<file path="src/rtl/qbf_pkg.sv">
// Shared types, codes and constants of the quadratic Bezier flattener.
package qbf_pkg;

    localparam int QBF_COORD_BITS  = 28;
    localparam int QBF_MAX_DEPTH   = 5;
    localparam int QBF_ACTION_BITS = 2;
    localparam int QBF_TOL_BITS    = 28;
    localparam logic [QBF_TOL_BITS-1:0] QBF_TOL_RESET = 28'd5120;

    typedef enum logic [QBF_ACTION_BITS-1:0] {
        ACT_MOVE  = 2'd0,
        ACT_LINE  = 2'd1,
        ACT_CURVE = 2'd2
    } qbf_action_t;

    typedef enum logic [2:0] {
        ST_IDLE,
        ST_MID,
        ST_QUAD,
        ST_DIST,
        ST_DECIDE,
        ST_EMIT_Q,
        ST_EMIT_E
    } qbf_state_t;

    // Commands from the controller to the datapath
    typedef struct packed {
        logic load;      // take the item fields into the working registers
        logic set_cur;   // anchor becomes the current point
        logic mid;       // chord midpoint
        logic quad;      // curve midpoint and its offset from the chord midpoint
        logic dist_sum;  // L1 distance
        logic split;     // push the right half, continue with the left half
        logic emit_q;    // issue the curve midpoint
        logic emit_e;    // issue the end point, pop if the stack holds more
    } qbf_cmd_t;

    // Status from the datapath to the controller
    typedef struct packed {
        logic flat;         // piece is flat enough or depth is saturated
        logic stack_empty;  // no right halves pending
        logic out_free;     // output register can take a vertex this cycle
    } qbf_status_t;

endpackage

</file>
<file path="src/rtl/quadratic_bezier_flattener_unit.sv">
// Top level of the quadratic Bezier flattener: controller, datapath and stream ports.
// Move: the input is ready again in the cycle after the transfer. Line: its vertex
// is registered in ST_EMIT_E once the output register is free, then the input reopens.
// Curve: each subdivision node passes the midpoint, curve midpoint, distance and
// decide steps of the shared datapath, each flat piece then issues its two vertices;
// a split down to depth 5 has 63 nodes and 32 pieces. Output stalls hold vertex steps.
// Reset (aresetn low, synchronous) clears the current point, the stack, the output
// valid and sets the tolerance to 20.0; the stack entries themselves are not cleared.
module quadratic_bezier_flattener_unit
    import qbf_pkg::*;
#(
    parameter int COORD_BITS = QBF_COORD_BITS,
    parameter int MAX_DEPTH  = QBF_MAX_DEPTH
) (
    input  logic                            aclk,
    input  logic                            aresetn,
    // Tolerance register, written whenever the enable is high
    input  logic                            cfg_wr_en,
    input  logic [QBF_TOL_BITS-1:0]         cfg_wr_data,
    // Path item input
    input  logic                            s_tvalid,
    output logic                            s_tready,
    // s_tdata, from bit 0: control_x, control_y, anchor_x, anchor_y, zero fill
    input  logic [((4*COORD_BITS+7)/8)*8-1:0] s_tdata,
    // s_tuser: action
    input  logic [QBF_ACTION_BITS-1:0]      s_tuser,
    // Polyline vertex output
    output logic                            m_tvalid,
    input  logic                            m_tready,
    // m_tdata, from bit 0: point_x, point_y, zero fill
    output logic [((2*COORD_BITS+7)/8)*8-1:0] m_tdata,
    // m_tlast: last_point, final vertex caused by one input transfer
    output logic                            m_tlast
);

    localparam int CB       = COORD_BITS;
    localparam int M_DATA_W = ((2 * COORD_BITS + 7) / 8) * 8;

    qbf_cmd_t      cmd;
    qbf_status_t   status;
    logic [CB-1:0] point_x, point_y;

    // Sequence the work of one item at a time
    qbf_ctrl u_ctrl (
        .aclk     (aclk),
        .aresetn  (aresetn),
        .s_tvalid (s_tvalid),
        .s_tready (s_tready),
        .action   (qbf_action_t'(s_tuser)),
        .status   (status),
        .cmd      (cmd)
    );

    // Unpack the item fields straight into the datapath; it holds them on load
    qbf_datapath #(
        .COORD_BITS (COORD_BITS),
        .MAX_DEPTH  (MAX_DEPTH)
    ) u_datapath (
        .aclk        (aclk),
        .aresetn     (aresetn),
        .cfg_wr_en   (cfg_wr_en),
        .cfg_wr_data (cfg_wr_data),
        .control_x   (s_tdata[CB-1:0]),
        .control_y   (s_tdata[2*CB-1:CB]),
        .anchor_x    (s_tdata[3*CB-1:2*CB]),
        .anchor_y    (s_tdata[4*CB-1:3*CB]),
        .cmd         (cmd),
        .status      (status),
        .m_tready    (m_tready),
        .m_tvalid    (m_tvalid),
        .point_x     (point_x),
        .point_y     (point_y),
        .m_tlast     (m_tlast)
    );

    // Pack the vertex, zero fill to whole bytes
    assign m_tdata = M_DATA_W'({point_y, point_x});

endmodule

</file>
<file path="src/rtl/qbf_ctrl.sv">
// Sequencing state machine of the quadratic Bezier flattener.
module qbf_ctrl
    import qbf_pkg::*;
(
    input  logic        aclk,
    input  logic        aresetn,
    input  logic        s_tvalid,
    output logic        s_tready,
    input  qbf_action_t action,
    input  qbf_status_t status,
    output qbf_cmd_t    cmd
);

    qbf_state_t state_reg;
    qbf_state_t state_next;

    always_ff @(posedge aclk) begin
        if (!aresetn) begin
            state_reg <= ST_IDLE;
        end else begin
            state_reg <= state_next;
        end
    end

    always_comb begin
        state_next = state_reg;
        cmd        = '0;
        s_tready   = 1'b0;
        case (state_reg)
            ST_IDLE: begin
                s_tready = 1'b1;
                if (s_tvalid) begin
                    cmd.load = 1'b1;
                    case (action)
                        ACT_MOVE: begin
                            cmd.set_cur = 1'b1;
                        end
                        ACT_LINE: begin
                            cmd.set_cur = 1'b1;
                            state_next  = ST_EMIT_E;
                        end
                        ACT_CURVE: begin
                            cmd.set_cur = 1'b1;
                            state_next  = ST_MID;
                        end
                        default: begin
                            state_next = ST_IDLE;
                        end
                    endcase
                end
            end
            ST_MID: begin
                cmd.mid    = 1'b1;
                state_next = ST_QUAD;
            end
            ST_QUAD: begin
                cmd.quad   = 1'b1;
                state_next = ST_DIST;
            end
            ST_DIST: begin
                cmd.dist_sum = 1'b1;
                state_next   = ST_DECIDE;
            end
            ST_DECIDE: begin
                if (status.flat) begin
                    state_next = ST_EMIT_Q;
                end else begin
                    cmd.split  = 1'b1;
                    state_next = ST_MID;
                end
            end
            ST_EMIT_Q: begin
                if (status.out_free) begin
                    cmd.emit_q = 1'b1;
                    state_next = ST_EMIT_E;
                end
            end
            ST_EMIT_E: begin
                if (status.out_free) begin
                    cmd.emit_e = 1'b1;
                    state_next = status.stack_empty ? ST_IDLE : ST_MID;
                end
            end
            default: begin
                state_next = ST_IDLE;
            end
        endcase
    end

endmodule

</file>
<file path="src/rtl/qbf_datapath.sv">
// Coordinate registers, subdivision stack, flatness test and output register.
module qbf_datapath
    import qbf_pkg::*;
#(
    parameter int COORD_BITS = QBF_COORD_BITS,
    parameter int MAX_DEPTH  = QBF_MAX_DEPTH
) (
    input  logic                    aclk,
    input  logic                    aresetn,
    input  logic                    cfg_wr_en,
    input  logic [QBF_TOL_BITS-1:0] cfg_wr_data,
    input  logic [COORD_BITS-1:0]   control_x,
    input  logic [COORD_BITS-1:0]   control_y,
    input  logic [COORD_BITS-1:0]   anchor_x,
    input  logic [COORD_BITS-1:0]   anchor_y,
    input  qbf_cmd_t                cmd,
    output qbf_status_t             status,
    input  logic                    m_tready,
    output logic                    m_tvalid,
    output logic [COORD_BITS-1:0]   point_x,
    output logic [COORD_BITS-1:0]   point_y,
    output logic                    m_tlast
);

    localparam int CB    = COORD_BITS;
    localparam int TOP_W = $clog2(MAX_DEPTH + 1);
    localparam int IDX_W = (MAX_DEPTH > 1) ? $clog2(MAX_DEPTH) : 1;
    localparam int CMP_W = (CB + 1 > QBF_TOL_BITS) ? CB + 1 : QBF_TOL_BITS;

    // floor((a + b) / 2), exact at one extra bit
    function automatic logic [CB-1:0] half_sum(input logic [CB-1:0] a, input logic [CB-1:0] b);
        logic [CB:0] s;
        s = {a[CB-1], a} + {b[CB-1], b};
        return s[CB:1];
    endfunction

    // m - floor((m + c) / 2) = ceil((m - c) / 2), one bit wider than a coordinate
    function automatic logic [CB:0] half_diff(input logic [CB-1:0] m, input logic [CB-1:0] c);
        logic [CB+1:0] t;
        t = {{2{m[CB-1]}}, m} - {{2{c[CB-1]}}, c} + (CB + 2)'(1);
        return t[CB+1:1];
    endfunction

    function automatic logic [CB:0] mag(input logic [CB:0] v);
        return v[CB] ? (~v + (CB + 1)'(1)) : v;
    endfunction

    logic [QBF_TOL_BITS-1:0] tol_reg;
    logic [CB-1:0] cur_x_reg, cur_y_reg;
    logic [CB-1:0] p0_x_reg, p0_y_reg, p1_x_reg, p1_y_reg, p2_x_reg, p2_y_reg;
    logic [CB-1:0] m_x_reg, m_y_reg, q_x_reg, q_y_reg;
    logic [CB:0]   d_x_reg, d_y_reg, dist_reg;
    logic [TOP_W-1:0] level_reg, top_reg;
    logic [CB-1:0] stk_cx [MAX_DEPTH];
    logic [CB-1:0] stk_cy [MAX_DEPTH];
    logic [CB-1:0] stk_ex [MAX_DEPTH];
    logic [CB-1:0] stk_ey [MAX_DEPTH];
    logic [TOP_W-1:0] stk_lvl [MAX_DEPTH];
    logic          out_valid_reg, out_last_reg;
    logic [CB-1:0] out_x_reg, out_y_reg;
    logic [TOP_W-1:0] top_dec;
    logic [IDX_W-1:0] push_idx, pop_idx;
    logic          stack_empty;

    assign top_dec     = top_reg - TOP_W'(1);
    assign push_idx    = top_reg[IDX_W-1:0];
    assign pop_idx     = top_dec[IDX_W-1:0];
    assign stack_empty = (top_reg == '0);

    assign status.flat = (CMP_W'(dist_reg) < CMP_W'(tol_reg))
                       || (level_reg >= TOP_W'(MAX_DEPTH))
                       || (top_reg >= TOP_W'(MAX_DEPTH));
    assign status.stack_empty = stack_empty;
    assign status.out_free    = !out_valid_reg || m_tready;

    always_ff @(posedge aclk) begin
        if (!aresetn) begin
            tol_reg <= QBF_TOL_RESET;
        end else if (cfg_wr_en) begin
            tol_reg <= cfg_wr_data;
        end
    end

    always_ff @(posedge aclk) begin
        if (!aresetn) begin
            cur_x_reg <= '0;
            cur_y_reg <= '0;
        end else if (cmd.set_cur) begin
            cur_x_reg <= anchor_x;
            cur_y_reg <= anchor_y;
        end
    end

    always_ff @(posedge aclk) begin
        if (!aresetn) begin
            top_reg <= '0;
        end else if (cmd.load) begin
            top_reg <= '0;
        end else if (cmd.split) begin
            top_reg <= top_reg + TOP_W'(1);
        end else if (cmd.emit_e && !stack_empty) begin
            top_reg <= top_dec;
        end
    end

    // Working piece: start, control and end point with its depth
    always_ff @(posedge aclk) begin
        if (cmd.load) begin
            p0_x_reg  <= cur_x_reg;
            p0_y_reg  <= cur_y_reg;
            p1_x_reg  <= control_x;
            p1_y_reg  <= control_y;
            p2_x_reg  <= anchor_x;
            p2_y_reg  <= anchor_y;
            level_reg <= '0;
        end else if (cmd.split) begin
            p1_x_reg  <= half_sum(p0_x_reg, p1_x_reg);
            p1_y_reg  <= half_sum(p0_y_reg, p1_y_reg);
            p2_x_reg  <= q_x_reg;
            p2_y_reg  <= q_y_reg;
            level_reg <= level_reg + TOP_W'(1);
        end else if (cmd.emit_e && !stack_empty) begin
            p0_x_reg  <= p2_x_reg;
            p0_y_reg  <= p2_y_reg;
            p1_x_reg  <= stk_cx[pop_idx];
            p1_y_reg  <= stk_cy[pop_idx];
            p2_x_reg  <= stk_ex[pop_idx];
            p2_y_reg  <= stk_ey[pop_idx];
            level_reg <= stk_lvl[pop_idx];
        end
    end

    always_ff @(posedge aclk) begin
        if (cmd.split) begin
            stk_cx[push_idx]  <= half_sum(p1_x_reg, p2_x_reg);
            stk_cy[push_idx]  <= half_sum(p1_y_reg, p2_y_reg);
            stk_ex[push_idx]  <= p2_x_reg;
            stk_ey[push_idx]  <= p2_y_reg;
            stk_lvl[push_idx] <= level_reg + TOP_W'(1);
        end
    end

    always_ff @(posedge aclk) begin
        if (cmd.mid) begin
            m_x_reg <= half_sum(p0_x_reg, p2_x_reg);
            m_y_reg <= half_sum(p0_y_reg, p2_y_reg);
        end
        if (cmd.quad) begin
            q_x_reg <= half_sum(m_x_reg, p1_x_reg);
            q_y_reg <= half_sum(m_y_reg, p1_y_reg);
            d_x_reg <= half_diff(m_x_reg, p1_x_reg);
            d_y_reg <= half_diff(m_y_reg, p1_y_reg);
        end
        if (cmd.dist_sum) begin
            dist_reg <= mag(d_x_reg) + mag(d_y_reg);
        end
    end

    always_ff @(posedge aclk) begin
        if (!aresetn) begin
            out_valid_reg <= 1'b0;
        end else if (cmd.emit_q || cmd.emit_e) begin
            out_valid_reg <= 1'b1;
        end else if (m_tready) begin
            out_valid_reg <= 1'b0;
        end
    end

    always_ff @(posedge aclk) begin
        if (cmd.emit_q) begin
            out_x_reg    <= q_x_reg;
            out_y_reg    <= q_y_reg;
            out_last_reg <= 1'b0;
        end else if (cmd.emit_e) begin
            out_x_reg    <= p2_x_reg;
            out_y_reg    <= p2_y_reg;
            out_last_reg <= stack_empty;
        end
    end

    assign m_tvalid = out_valid_reg;
    assign point_x  = out_x_reg;
    assign point_y  = out_y_reg;
    assign m_tlast  = out_last_reg;

endmodule

</file>
<file path="config.mk">
export PLATFORM = sky130hd
export DESIGN_NAME = quadratic_bezier_flattener_unit
export DESIGN_NICKNAME = d
export VERILOG_FILES = /design/src/rtl/qbf_pkg.sv /design/src/rtl/quadratic_bezier_flattener_unit.sv /design/src/rtl/qbf_ctrl.sv /design/src/rtl/qbf_datapath.sv
export SDC_FILE = /design/constraint.sdc
export NUM_CORES = 2
export LEC_CHECK = 0
export BUFFER_PORTS_ARGS = -buffer_cell sky130_fd_sc_hd__buf_2
export CAP_MARGIN = 20
export CORE_MARGIN = 5
export CORE_UTILIZATION = 30
export DETAILED_ROUTE_END_ITERATION = 12
export PLACE_DENSITY_LB_ADDON = 0.15
export SYNTH_ARGS = -nofsm -noshare
export SYNTH_HDL_FRONTEND = slang
export SYNTH_SLANG_ARGS = --single-unit
</file>
<file path="constraint.sdc">
create_clock -name aclk -period 26.8 [get_ports aclk]
set_clock_uncertainty 0.1 [all_clocks]
set_input_delay 5.36 -clock aclk [delete_from_list [all_inputs] [get_ports aclk]]
set_output_delay 5.36 -clock aclk [all_outputs]
set_load 0.02 [all_outputs]
</file>
==> flow_summary.json <==
{
  "outcome": "completed",
  "port_buffers": 205,
  "cts_hold_buf": 0,
  "cts_buffers": 131,
  "fin_util_pct": 34.4,
  "drive_above_1_share_pct": 14.2,
  "worst_slack_ps": 18980,
  "slew-limit-headroom_pct": 24.7,
  "startpoint_type": "input pin",
  "clock-sinks": 1093,
  "fin_setup_tns_ps": 0,
  "via_count": 40800,
  "synth-simple-area-share_pct": 10.4,
  "rsz0062_at_grt": "no",
  "crit_start": "s_tvalid",
  "finalCriticalPeriod_ps": 7820,
  "synth_compound_area_share_pct": 12.5,
  "ctsRootBufferMaster": "clkbuf_16",
  "io_pins": 206,
  "peakVddDrop_mv": 0.0550,
  "maxCapViolCount": 0,
  "fillers": 19500,
  "via_per_inst": 5.16,
  "syn-num-nets": 5451,
  "synth_top_family_by_area": "compound AO/OA/AOI/OAI gates",
  "die_y_um": 454,
  "dpl-instance-area_um2": 63300,
  "synthCells": 4954,
  "finalNetCount": 5648,
  "fp.dieW_um": 454,
  "grt_pass1_vias": 39800,
  "routedWlPerCell_um": 24.2,
  "area_growth_pct": 14.5,
  "clk-insertion-delay-late_ps": 800,
  "worst_slew_pin_slew_ps": 1130,
  "stdcell_count": 7902,
  "wl_um": 191000,
  "critPathMaxFanout": 47,
  "clk_pin_slew_worst_paths_ps": 60,
  "detailed_place_hpwl_um": 136000,
  "setup_viol": 0,
  "grt_pass1_wl_um": 276000,
  "final_common_cell": "edfxtp_1",
  "track_usage_pct": 18.1,
  "synthAdderAreaFrac_pct": 7.54,
  "p_total_mw": 6.31,
  "ys_ff_latch": 1093,
  "synth_cell_types": 100,
  "rrSetupSlack_ps": 20720,
  "h-tree-depth": 4,
  "cts_tree": "built",
  "initial_core_util_pct": 30.1,
  "drt_iter0_markers": 3247,
  "clock.fmax_mhz": 128,
  "ctsResizeCount": 0,
  "ant_nets": 0,
  "hold_viol_final": 0,
  "dieArea_um2": 206000,
  "cts_buffer_depth": 3,
  "dp.cells": 7657,
  "final_cell_mix": "edfxtp_1, nand2_1, ha_1",
  "ys_seq_area_share_pct": 53.9,
  "report.final.slew_viol_count": 0,
  "p_leak_nw": 24.0,
  "hp-class": "flop to flop",
  "dr.pass1.iters": 5,
  "synthMuxAreaShare_pct": 7.84,
  "ys_warn_count": 0,
  "required_ps": 27100,
  "antenna_found_initial": 13,
  "post-place-ws_ps": 18120,
  "syn_area_per_cell_um2": 11.9,
  "worstPathArrival_ps": 8120,
  "cts_setup_buffers": 0,
  "final_area_um2": 67800,
  "grt_max_degree": 65,
  "finalWeightedCongestion": 0.908,
  "r2r_start": "u_datapath.dist_reg[27]",
  "core_um2": 197000,
  "finalCritPeriodShare_pct": 29.2,
  "critPathKind": "input pin to flop",
  "synthesis.area_um2": 59200,
  "synth_flop_cell": "edfxtp_1",
  "worst_setup_path_end_kind": "flop",
  "synth_edf_count": 998,
  "grt_overflow": 0,
  "power.density_nw_per_um2": 93.1,
  "fin_hold_ws_ps": 367,
  "yosys.area_share.xor_xnor_pct": 5.17,
  "async_flop_share_pct": 0,
  "remaining_drc_errors": 0,
  "hold_path.startpoint": "u_datapath.cur_x_reg[0]",
  "std_cell_rows": 163
}
## final cells by class
cell class | count | area, µm² | share of cell area (%)
Antenna cell | 5 | 12.5 | 0.0185
Clock buffer | 161 | 3490 | 5.15
Clock inverter | 78 | 966 | 1.43
Inverter | 218 | 818 | 1.21
Multi-Input combinational cell | 3446 | 25800 | 38.1
Sequential cell | 1093 | 31900 | 47.0
Tap cell | 2640 | 3300 | 4.87
Timing Repair Buffer | 261 | 1460 | 2.16
## cells by family after synthesis
group,count (synthesis)
multiplexers,309
flip-flops,1093
AND/OR/NAND/NOR,1310
AO/OA/AOI/OAI,1128
buffers and inverters,415
XOR/XNOR,349
adder cells (fa/ha/maj),350
## path summary, 6_finish.rpt
| check | to | depth (start not counted) |
|---|---|---|
| worst max register to register | u_datapath.stk_ex[4][21] | 13 |
| worst max-delay path | u_datapath.p2_x_reg[20] | 6 |
| worst min register to register | u_datapath.cur_x_reg[0] | 2 |
| worst min-delay path | u_datapath.cur_x_reg[0] | 2 |
## routing by layer
metal  vias to the layer above  GRT usage, %  share of wire [%]
li1                      19000             -                  -
met5                         -             0                  0
met3                       237          2.35                4.4
met4                         0          5.66                3.1
met1                     20500          24.9                 46
met2                      1046          29.6                 47
## cells in the mapped netlist, drive strengths merged, types with 25 or more instances
master  instances  share of area (%)
o21ai         235                2.0
a31oi          60               0.63
o211ai         25               0.32
a21oi         275                2.3
xnor2         254                3.8
nand3          79               0.69
or3            46               0.49
xor2           95                1.4
nand2         540                3.4
buf            42               0.36
o31ai          47               0.60
a22oi          56               0.71
mux2i         108                1.8
edfxtp        998                 51
nor2b          91               0.97
mux4          115                4.4
ha            339                7.2
nor2          261                1.7
nor3           87               0.75
o21bai         35               0.44
inv           217                1.4
a211oi         38               0.48
clkbuf        155               0.98
mux2           86                1.6
nand2b         47               0.50
a21o           82                1.0
o21a           36               0.46
dfxtp          95                3.2
a21boi         69               0.88
and3           25               0.26
## critical path: stages
cell and delay, ps:
buf_2 120, and2_4 470, nor2_1 150, nand2_4 430, buf_4 700, buf_4 730
## where the power goes
group	internal, mW	switching (mW)	total [mW]
clock network	1.09	0.755	1.85
registers	2.22	0.171	2.39
logic	0.741	1.33	2.07
total	4.06	2.25	6.31
Power figures use the tool's default switching activity.
